==> config.mk <==
export PLATFORM = sky130hd
export DESIGN_NAME = lifo_stack_allocator
export DESIGN_NICKNAME = d
export VERILOG_FILES = /design/src/rtl/lsa_pkg.sv /design/src/rtl/lsa_alu.sv /design/src/rtl/lsa_stack.sv /design/src/rtl/lifo_stack_allocator.sv
export SDC_FILE = /design/constraint.sdc
export NUM_CORES = 2
export LEC_CHECK = 0
export ABC_AREA = 1
export BUFFER_PORTS_ARGS = -buffer_cell sky130_fd_sc_hd__buf_2
export CAP_MARGIN = 10
export CELL_PAD_IN_SITES_DETAIL_PLACEMENT = 1
export CELL_PAD_IN_SITES_GLOBAL_PLACEMENT = 2
export CORE_ASPECT_RATIO = 0.8
export CORE_MARGIN = 8
export CORE_UTILIZATION = 40
export DETAILED_ROUTE_END_ITERATION = 6
export GPL_TIMING_DRIVEN = 0
export PLACE_DENSITY_LB_ADDON = 0.1
export SLEW_MARGIN = 20
export SYNTH_ARGS = -nofsm -noshare
export SYNTH_HDL_FRONTEND = slang
export SYNTH_SLANG_ARGS = --single-unit
==> constraint.sdc <==
create_clock -name clk -period 9.8 [get_ports clk]
set_input_delay 0.49 -clock clk [delete_from_list [all_inputs] [get_ports clk]]
set_output_delay 0.49 -clock clk [all_outputs]
set_load 0.01 [all_outputs]
==> src/rtl/lsa_pkg.sv <==
// shared types and constants of the lifo stack allocator
package lsa_pkg;

  localparam int MAX_ENTRIES_DEF  = 32;
  localparam int HEADER_BYTES_DEF = 12;
  localparam int ADDR_BITS_DEF    = 32;

  localparam int HEADER_ALIGN = 4;
  localparam logic [3:0] HA_LOG2 = 4'($clog2(HEADER_ALIGN));

  localparam int DATA_W   = 32;
  localparam int HANDLE_W = 16;
  localparam int SUM_W    = DATA_W + 2;
  localparam int CFG_IDX_W = 1;

  localparam logic [CFG_IDX_W-1:0] CFG_REGION_BASE   = 1'd0;
  localparam logic [CFG_IDX_W-1:0] CFG_REGION_LENGTH = 1'd1;

  localparam logic [1:0] KIND_GRANTED = 2'd0;
  localparam logic [1:0] KIND_REFUSED = 2'd1;
  localparam logic [1:0] KIND_RELEASE = 2'd2;
  localparam logic [1:0] KIND_DONE    = 2'd3;

  typedef struct packed {
    logic [DATA_W-1:0]   prev;
    logic [DATA_W-1:0]   addr;
    logic [HANDLE_W-1:0] handle;
  } entry_t;

  typedef struct packed {
    logic             sub;
    logic [SUM_W-1:0] a;
    logic [SUM_W-1:0] b;
    logic [SUM_W-1:0] c;
  } alu_req_t;

  typedef struct packed {
    logic [SUM_W-1:0] sum;
    logic             gt;
  } alu_rsp_t;

endpackage

==> src/rtl/lsa_alu.sv <==
// shared add, subtract and compare unit
module lsa_alu (
  input  lsa_pkg::alu_req_t req,
  output lsa_pkg::alu_rsp_t rsp
);
  import lsa_pkg::*;

  logic [SUM_W-1:0] b_eff;

  always_comb begin
    b_eff   = req.b ^ {SUM_W{req.sub}};
    rsp.sum = req.a + b_eff + SUM_W'(req.sub);
    rsp.gt  = rsp.sum > req.c;
  end

endmodule

==> src/rtl/lsa_stack.sv <==
// header stack memory with registered read
module lsa_stack #(
  parameter int DEPTH = lsa_pkg::MAX_ENTRIES_DEF,
  parameter int IW    = (DEPTH > 1) ? $clog2(DEPTH) : 1
) (
  input  logic            clk,
  input  logic            we,
  input  logic [IW-1:0]   waddr,
  input  lsa_pkg::entry_t wdata,
  input  logic            re,
  input  logic [IW-1:0]   raddr,
  output lsa_pkg::entry_t rdata
);
  import lsa_pkg::*;

  entry_t mem [DEPTH];

  always_ff @(posedge clk) begin
    if (we) begin
      mem[waddr] <= wdata;
    end
    if (re) begin
      rdata <= mem[raddr];
    end
  end

endmodule

==> src/rtl/lifo_stack_allocator.sv <==
// lifo stack allocator top level with sequencer
// allocate: limit, align, size and header states in order; refused strobes from the header state, granted from commit
// free: each popped header passes a check and a pop state; a final check gives the done strobe
// one shared adder/compare unit does one step per cycle; busy is high while an item runs
// results are strobed for one cycle; the receiver cannot stall
// synchronous reset clears state, strobe, region registers, position to region base and the stack count
module lifo_stack_allocator #(
  parameter int MAX_ENTRIES  = lsa_pkg::MAX_ENTRIES_DEF,
  parameter int HEADER_BYTES = lsa_pkg::HEADER_BYTES_DEF,
  parameter int ADDR_BITS    = lsa_pkg::ADDR_BITS_DEF
) (
  input  logic                            clk,
  input  logic                            rst,
  input  logic                            cfg_write,
  input  logic [lsa_pkg::CFG_IDX_W-1:0]   cfg_index,
  input  logic [lsa_pkg::DATA_W-1:0]      cfg_data,
  input  logic                            start,
  output logic                            busy,
  input  logic                            func,
  input  logic [3:0]                      alignment_log2,
  input  logic [lsa_pkg::DATA_W-1:0]      request_size,
  input  logic [lsa_pkg::HANDLE_W-1:0]    release_handle,
  input  logic [lsa_pkg::DATA_W-1:0]      bookmark_address,
  output logic                            strobe,
  output logic [1:0]                      result_kind,
  output logic [lsa_pkg::DATA_W-1:0]      block_address,
  output logic [lsa_pkg::HANDLE_W-1:0]    released_handle,
  output logic [lsa_pkg::DATA_W-1:0]      current_position,
  output logic                            last
);
  import lsa_pkg::*;

  localparam int CW = $clog2(MAX_ENTRIES + 1);
  localparam int IW = (MAX_ENTRIES > 1) ? $clog2(MAX_ENTRIES) : 1;
  localparam logic [SUM_W-1:0] LIM_MAX = SUM_W'(1) << ADDR_BITS;

  typedef enum logic [7:0] {
    S_IDLE   = 8'b0000_0001,
    S_LIMIT  = 8'b0000_0010,
    S_ALIGN  = 8'b0000_0100,
    S_SIZE   = 8'b0000_1000,
    S_HDR    = 8'b0001_0000,
    S_COMMIT = 8'b0010_0000,
    S_CHECK  = 8'b0100_0000,
    S_POP    = 8'b1000_0000
  } state_t;

  state_t state, state_next;

  logic [DATA_W-1:0]    region_base, region_length;
  logic [ADDR_BITS-1:0] top_offset;
  logic [CW-1:0]        entry_count;

  logic [3:0]           lg_r;
  logic [DATA_W-1:0]    size_r;
  logic [HANDLE_W-1:0]  handle_r;
  logic [ADDR_BITS-1:0] mark_r;

  logic [SUM_W-1:0] limit_r, aligned_r, end_r;

  logic [ADDR_BITS-1:0] base_m, pos;
  logic [3:0]           lg_eff;
  logic [SUM_W-1:0]     amask;
  logic [CW-1:0]        cnt_dec;
  logic                 full;

  alu_req_t alu_req;
  alu_rsp_t alu_rsp;

  entry_t push_data, pop_data;
  logic   push_we, pop_re;

  logic [1:0]          res_kind;
  logic [DATA_W-1:0]   res_addr, res_pos;
  logic [HANDLE_W-1:0] res_handle;
  logic                res_last;

  assign base_m  = region_base[ADDR_BITS-1:0];
  assign pos     = base_m + top_offset;
  assign lg_eff  = (lg_r < HA_LOG2) ? HA_LOG2 : lg_r;
  assign amask   = (SUM_W'(1) << lg_eff) - SUM_W'(1);
  assign cnt_dec = entry_count - CW'(1);
  assign full    = entry_count == CW'(MAX_ENTRIES);
  assign busy    = state != S_IDLE;

  lsa_alu u_alu (
    .req (alu_req),
    .rsp (alu_rsp)
  );

  assign push_we   = state == S_COMMIT;
  assign pop_re    = state == S_CHECK;
  assign push_data = '{prev: DATA_W'(pos), addr: aligned_r[DATA_W-1:0], handle: handle_r};

  lsa_stack #(
    .DEPTH (MAX_ENTRIES),
    .IW    (IW)
  ) u_stack (
    .clk   (clk),
    .we    (push_we),
    .waddr (entry_count[IW-1:0]),
    .wdata (push_data),
    .re    (pop_re),
    .raddr (cnt_dec[IW-1:0]),
    .rdata (pop_data)
  );

  always_comb begin
    alu_req = '{sub: 1'b0, a: '0, b: '0, c: '0};
    case (state)
      S_LIMIT: begin
        alu_req.a = SUM_W'(base_m);
        alu_req.b = SUM_W'(region_length);
        alu_req.c = LIM_MAX;
      end
      S_ALIGN: begin
        alu_req.a = SUM_W'(pos);
        alu_req.b = amask;
      end
      S_SIZE: begin
        alu_req.a = aligned_r;
        alu_req.b = SUM_W'(size_r);
      end
      S_HDR: begin
        alu_req.a = end_r;
        alu_req.b = SUM_W'(HEADER_BYTES);
        alu_req.c = limit_r;
      end
      S_COMMIT: begin
        alu_req.sub = 1'b1;
        alu_req.a   = end_r;
        alu_req.b   = SUM_W'(base_m);
      end
      S_CHECK: begin
        alu_req.a = SUM_W'(pos);
        alu_req.c = SUM_W'(mark_r);
      end
      S_POP: begin
        alu_req.sub = 1'b1;
        alu_req.a   = SUM_W'(pop_data.prev[ADDR_BITS-1:0]);
        alu_req.b   = SUM_W'(base_m);
      end
      default: begin
        alu_req = '{sub: 1'b0, a: '0, b: '0, c: '0};
      end
    endcase
  end

  always_comb begin
    state_next = state;
    case (state)
      S_IDLE: begin
        if (start) begin
          state_next = func ? S_CHECK : S_LIMIT;
        end
      end
      S_LIMIT:  state_next = S_ALIGN;
      S_ALIGN:  state_next = S_SIZE;
      S_SIZE:   state_next = S_HDR;
      S_HDR:    state_next = (alu_rsp.gt || full) ? S_IDLE : S_COMMIT;
      S_COMMIT: state_next = S_IDLE;
      S_CHECK:  state_next = (alu_rsp.gt && entry_count != '0) ? S_POP : S_IDLE;
      S_POP:    state_next = S_CHECK;
      default:  state_next = S_IDLE;
    endcase
  end

  always_ff @(posedge clk) begin
    if (rst) begin
      state         <= S_IDLE;
      region_base   <= '0;
      region_length <= '0;
      top_offset    <= '0;
      entry_count   <= '0;
      strobe        <= 1'b0;
    end else begin
      state  <= state_next;
      strobe <= 1'b0;
      if (cfg_write) begin
        case (cfg_index)
          CFG_REGION_BASE:   region_base   <= cfg_data;
          CFG_REGION_LENGTH: region_length <= cfg_data;
          default: ;
        endcase
      end
      case (state)
        S_HDR: begin
          if (alu_rsp.gt || full) begin
            strobe <= 1'b1;
          end
        end
        S_COMMIT: begin
          top_offset  <= alu_rsp.sum[ADDR_BITS-1:0];
          entry_count <= entry_count + CW'(1);
          strobe      <= 1'b1;
        end
        S_CHECK: begin
          if (!alu_rsp.gt) begin
            strobe <= 1'b1;
          end else if (entry_count == '0) begin
            top_offset <= '0;
            strobe     <= 1'b1;
          end
        end
        S_POP: begin
          top_offset  <= alu_rsp.sum[ADDR_BITS-1:0];
          entry_count <= cnt_dec;
          strobe      <= pop_data.handle != '0;
        end
        default: ;
      endcase
    end
  end

  // payload and datapath registers
  always_ff @(posedge clk) begin
    if (state == S_IDLE && start) begin
      lg_r     <= alignment_log2;
      size_r   <= request_size;
      handle_r <= release_handle;
      mark_r   <= bookmark_address[ADDR_BITS-1:0];
    end
    case (state)
      S_LIMIT: limit_r   <= alu_rsp.gt ? LIM_MAX : alu_rsp.sum;
      S_ALIGN: aligned_r <= alu_rsp.sum & ~amask;
      S_SIZE:  end_r     <= alu_rsp.sum;
      S_HDR: begin
        end_r      <= alu_rsp.sum;
        res_kind   <= KIND_REFUSED;
        res_addr   <= '0;
        res_handle <= '0;
        res_pos    <= DATA_W'(pos);
        res_last   <= 1'b1;
      end
      S_COMMIT: begin
        res_kind   <= KIND_GRANTED;
        res_addr   <= aligned_r[DATA_W-1:0];
        res_handle <= '0;
        res_pos    <= DATA_W'(end_r[ADDR_BITS-1:0]);
        res_last   <= 1'b1;
      end
      S_CHECK: begin
        res_kind   <= KIND_DONE;
        res_addr   <= '0;
        res_handle <= '0;
        res_pos    <= (alu_rsp.gt && entry_count == '0) ? DATA_W'(base_m) : DATA_W'(pos);
        res_last   <= 1'b1;
      end
      S_POP: begin
        res_kind   <= KIND_RELEASE;
        res_addr   <= pop_data.addr;
        res_handle <= pop_data.handle;
        res_pos    <= DATA_W'(pop_data.prev[ADDR_BITS-1:0]);
        res_last   <= 1'b0;
      end
      default: ;
    endcase
  end

  assign result_kind      = res_kind;
  assign block_address    = res_addr;
  assign released_handle  = res_handle;
  assign current_position = res_pos;
  assign last             = res_last;

endmodule
==> results.yml <==
worst_hold_path:
  min_path_cells: 2
  hp-start: "request_size[9]"
  worstHoldEndpoint: "size_r[9]$_DFFE_PP_"
  hold_class: "input port to register"
layout:
  final_common_cell: "edfxtp_1"
  final_cell_mix: "edfxtp_1, nor2_1, o21ai_0, o22ai_1, clkbuf_1"
  fillers: 30914
  layout-drive-gt1-share_pct: 11.2
  final_util_pct: 48.5
  area_growth_pct: 20.5
  final_nets: 10942
setup_path:
  crit_top_cell: "nand2_1"
  critPathKind: "register to register"
  cp.depth: 35
  slowest_stage: "clkbuf_1"
  rr_startpoint: "state[5]$_SDFFE_PP0P_"
  cp_max_fo: 10
  reg2reg_slack_ps: 160
  cp_data_required_time_ps: 10420
  crit_family: "simple AND/OR/NAND/NOR gates"
  worst_setup_path_end_kind: "register"
  max_stage_delay_ps: 650
  reg2reg_depth: 35
  cp.arrival_ps: 10260
  worstPathBufferInverterCount: 6
  r2r_end: "current_position[22]$_DFFE_PP_"
  worst_setup_path_start_kind: "register"
floorplan:
  ios: 207
  fp.dieH_um: 511
  die_width_um: 635
  rows: 181
  die_area_um2: 324000
  core_area_um2: 304000
  start_util_pct: 40.2
clocking:
  cts_sinks: 3020
  cts_max_path_buffers: 4
  h-tree-depth: 5
  cts-root-buf: "clkbuf_16"
  numCtsBuffers: 320
  clkLatencyLatePin_ps: 910
  cts_tree: "yes"
  cts.clk_slew.worst_paths_ps: 60
status:
  run_status: "finished clean"
synth:
  synth-seq-cells: 3020
  seq_area_frac_synth_pct: 73.1
  syn-cell-area_um2: 122000
  syn_area_per_cell_um2: 12.6
  synth-async-reset-ratio_pct: 0
  ys_warn_count: 0
  synthCells: 9736
  ys.flop_type: "edfxtp_1"
  synth_edf_count: 2909
  synth_cell_types: 65
grt:
  grt_pass1_vias: 90922
  track_usage_pct: 32.5
  grt_remaining_overflow: 0
  antenna_found_initial: 60
  grt_pass1_wl_um: 740000
  grt_max_degree: 51
timing:
  setup_viol: 0
  min_period_ps: 9640
  fmax_mhz: 104
  setup_ws_ps: 156
  rsz0062_at_grt: "no"
  min_period_over_period_pct: 98.4
  worst_hold_slack_ps: 314
  maxSlewHeadroom_pct: 11.4
  finalHoldViolations: 0
  worst_pin_slew_ps: 1330
  finClkSkew_ps: 61.1
  finalMaxSlewViolations: 0
  setup_tns_ps: 0
detailed_routing:
  ant_nets: 0
  drt_iter0_markers: 13198
  vias_per_cell: 6.16
  wl_per_cell_um: 36.3
  wl_um: 544000
  drc: 0
  vias: 92463
  dr.pass1.iters: 7
placed_design:
  hpwlAfterDp_um: 401000
  dp_slack_ps: -979
  port_buffers: 206
  gp_congestion: 0.936
flow_run:
  max-cap-violations: 0
power:
  power_density_nw_per_um2: 184
  ir_worst_vdd_mv: 0.189
  finalPower_mw: 27.2
  p_leak_nw: 50.4
[report_power, final]
group / switching, mW / leakage, nW / internal, mW / total (mW)
registers: 0.0699 / 27.4 / 14.2 / 14.3
clock network: 5.23 / 4.80 / 6.69 / 11.9
logic: 0.738 / 18.2 / 0.278 / 1.02
[cell usage after synthesis (7+ instances only)]
cell type | number | area [um^2]
a211oi_1 | 17 | 128
a21o_1 | 9 | 67.6
a21oi_1 | 200 | 1000
a221oi_1 | 52 | 455
a22o_1 | 32 | 280
a31oi_1 | 27 | 169
a32o_1 | 15 | 150
buf_1 | 34 | 128
buf_2 | 18 | 90.1
buf_4 | 12 | 90.1
clkbuf_1 | 592 | 2220
clkinv_1 | 7 | 26.3
dfxtp_1 | 111 | 2220
edfxtp_1 | 2909 | 87400
ha_1 | 95 | 1190
inv_1 | 294 | 1100
inv_2 | 9 | 33.8
mux2_2 | 20 | 225
nand2_1 | 530 | 1990
nand2_2 | 18 | 113
nand3_1 | 145 | 726
nand3b_1 | 16 | 120
nand4_1 | 29 | 181
nor2_1 | 1822 | 6840
nor2_2 | 7 | 43.8
nor3_1 | 19 | 95.1
nor4_1 | 8 | 50.1
o2111ai_1 | 7 | 61.3
o211ai_1 | 7 | 52.6
o21ai_0 | 1758 | 8800
o21bai_1 | 14 | 105
o221ai_1 | 114 | 998
o22ai_1 | 655 | 4100
xnor2_1 | 20 | 175
xor2_1 | 48 | 420
[per-layer routing]
layer	up-vias	part of all wire, %	wire length, um	global-route usage [%]
met1	48366	43	234000	47.6
met4	18	4.1	22100	11.3
li1	38166	-	-	-
met3	866	10	56100	7.32
met5	-	0.020	110	0
met2	5047	43	232000	47.5
[sequential cells by signal, indices dropped and copies added (netlist names)]
| signal | cells |
|---|---|
| strobe | 1 |
| size_r | 32 |
| state | 8 |
| u_stack.mem | 2560 |
| u_stack.rdata | 80 |
| lg_r | 4 |
| block_address | 32 |
| base_m | 32 |
| aligned_r | 34 |
| handle_r | 16 |
| last | 1 |
| region_length | 32 |
| limit_r | 34 |
| result_kind | 2 |
| end_r | 34 |
| released_handle | 16 |
| mark_r | 32 |
| entry_count | 6 |
| current_position | 32 |
| top_offset | 32 |
[per-stage QoR]
stage | area [um^2] | instances
final | 148000 | 15014
after global routing | 147000 | 14992
after CTS | 147000 | 14978
after detailed placement | 136000 | 14296
after global placement | 129000 | 13969
after floorplan | 122000 | 9737
[worst max-delay path by stage]
stage                                           start  slack [ps]                              to
after floorplan                base_m[0]$_SDFFE_PP0P_        2830  current_position[21]$_DFFE_PP_
after global placement    entry_count[0]$_SDFFE_PP0N_       -6900    u_stack.mem[4][67]$_DFFE_PP_
after detailed placement       base_m[0]$_SDFFE_PP0P_        -980  current_position[22]$_DFFE_PP_
after CTS                      base_m[0]$_SDFFE_PP0P_          20  current_position[22]$_DFFE_PP_
after global routing           base_m[0]$_SDFFE_PP0P_          20  current_position[22]$_DFFE_PP_
final                           state[5]$_SDFFE_PP0P_         160  current_position[22]$_DFFE_PP_
[timing repair]
item | CTS | global route
endpoints found under the hold margin | 146 | 0
pin swaps | 1 | 1
setup buffers | 1 | 2
gates resized for setup | 8 | 6
setup endpoints to repair | 102 | 78
hold buffers | 120 | 0
[cell type report]
cell class                      instances  area (um^2)  area share (%)
Timing Repair Buffer                  664         9350            6.34
Inverter                              310         1160           0.789
Clock buffer                          411         8630            5.85
Tap cell                             4026         5040            3.41
Multi-Input combinational cell       5746        29800            20.2
Sequential cell                      3020        89600            60.7
Antenna cell                           26         65.1          0.0441
Clock inverter                        150         1230           0.834
Buffer                                661         2670            1.81
[cell families (layout without fill, tap and decap cells)]
| logic type | Yosys count | count (layout) | share of synthesized area [%] |
|---|---|---|---|
| flops | 3020 | 3020 | 73.1 |
| compound gates | 2941 | 2941 | 13.6 |
| simple gates | 2615 | 2615 | 8.49 |
| buf+inv | 971 | 2196 | 3.06 |
| fa+ha+maj | 97 | 97 | 1.00 |
| xor+xnor | 70 | 70 | 0.513 |
| mux | 20 | 20 | 0.184 |
| other cells | 2 | 29 | 0.00613 |
Note: power is estimated with default switching activity, not from simulation.
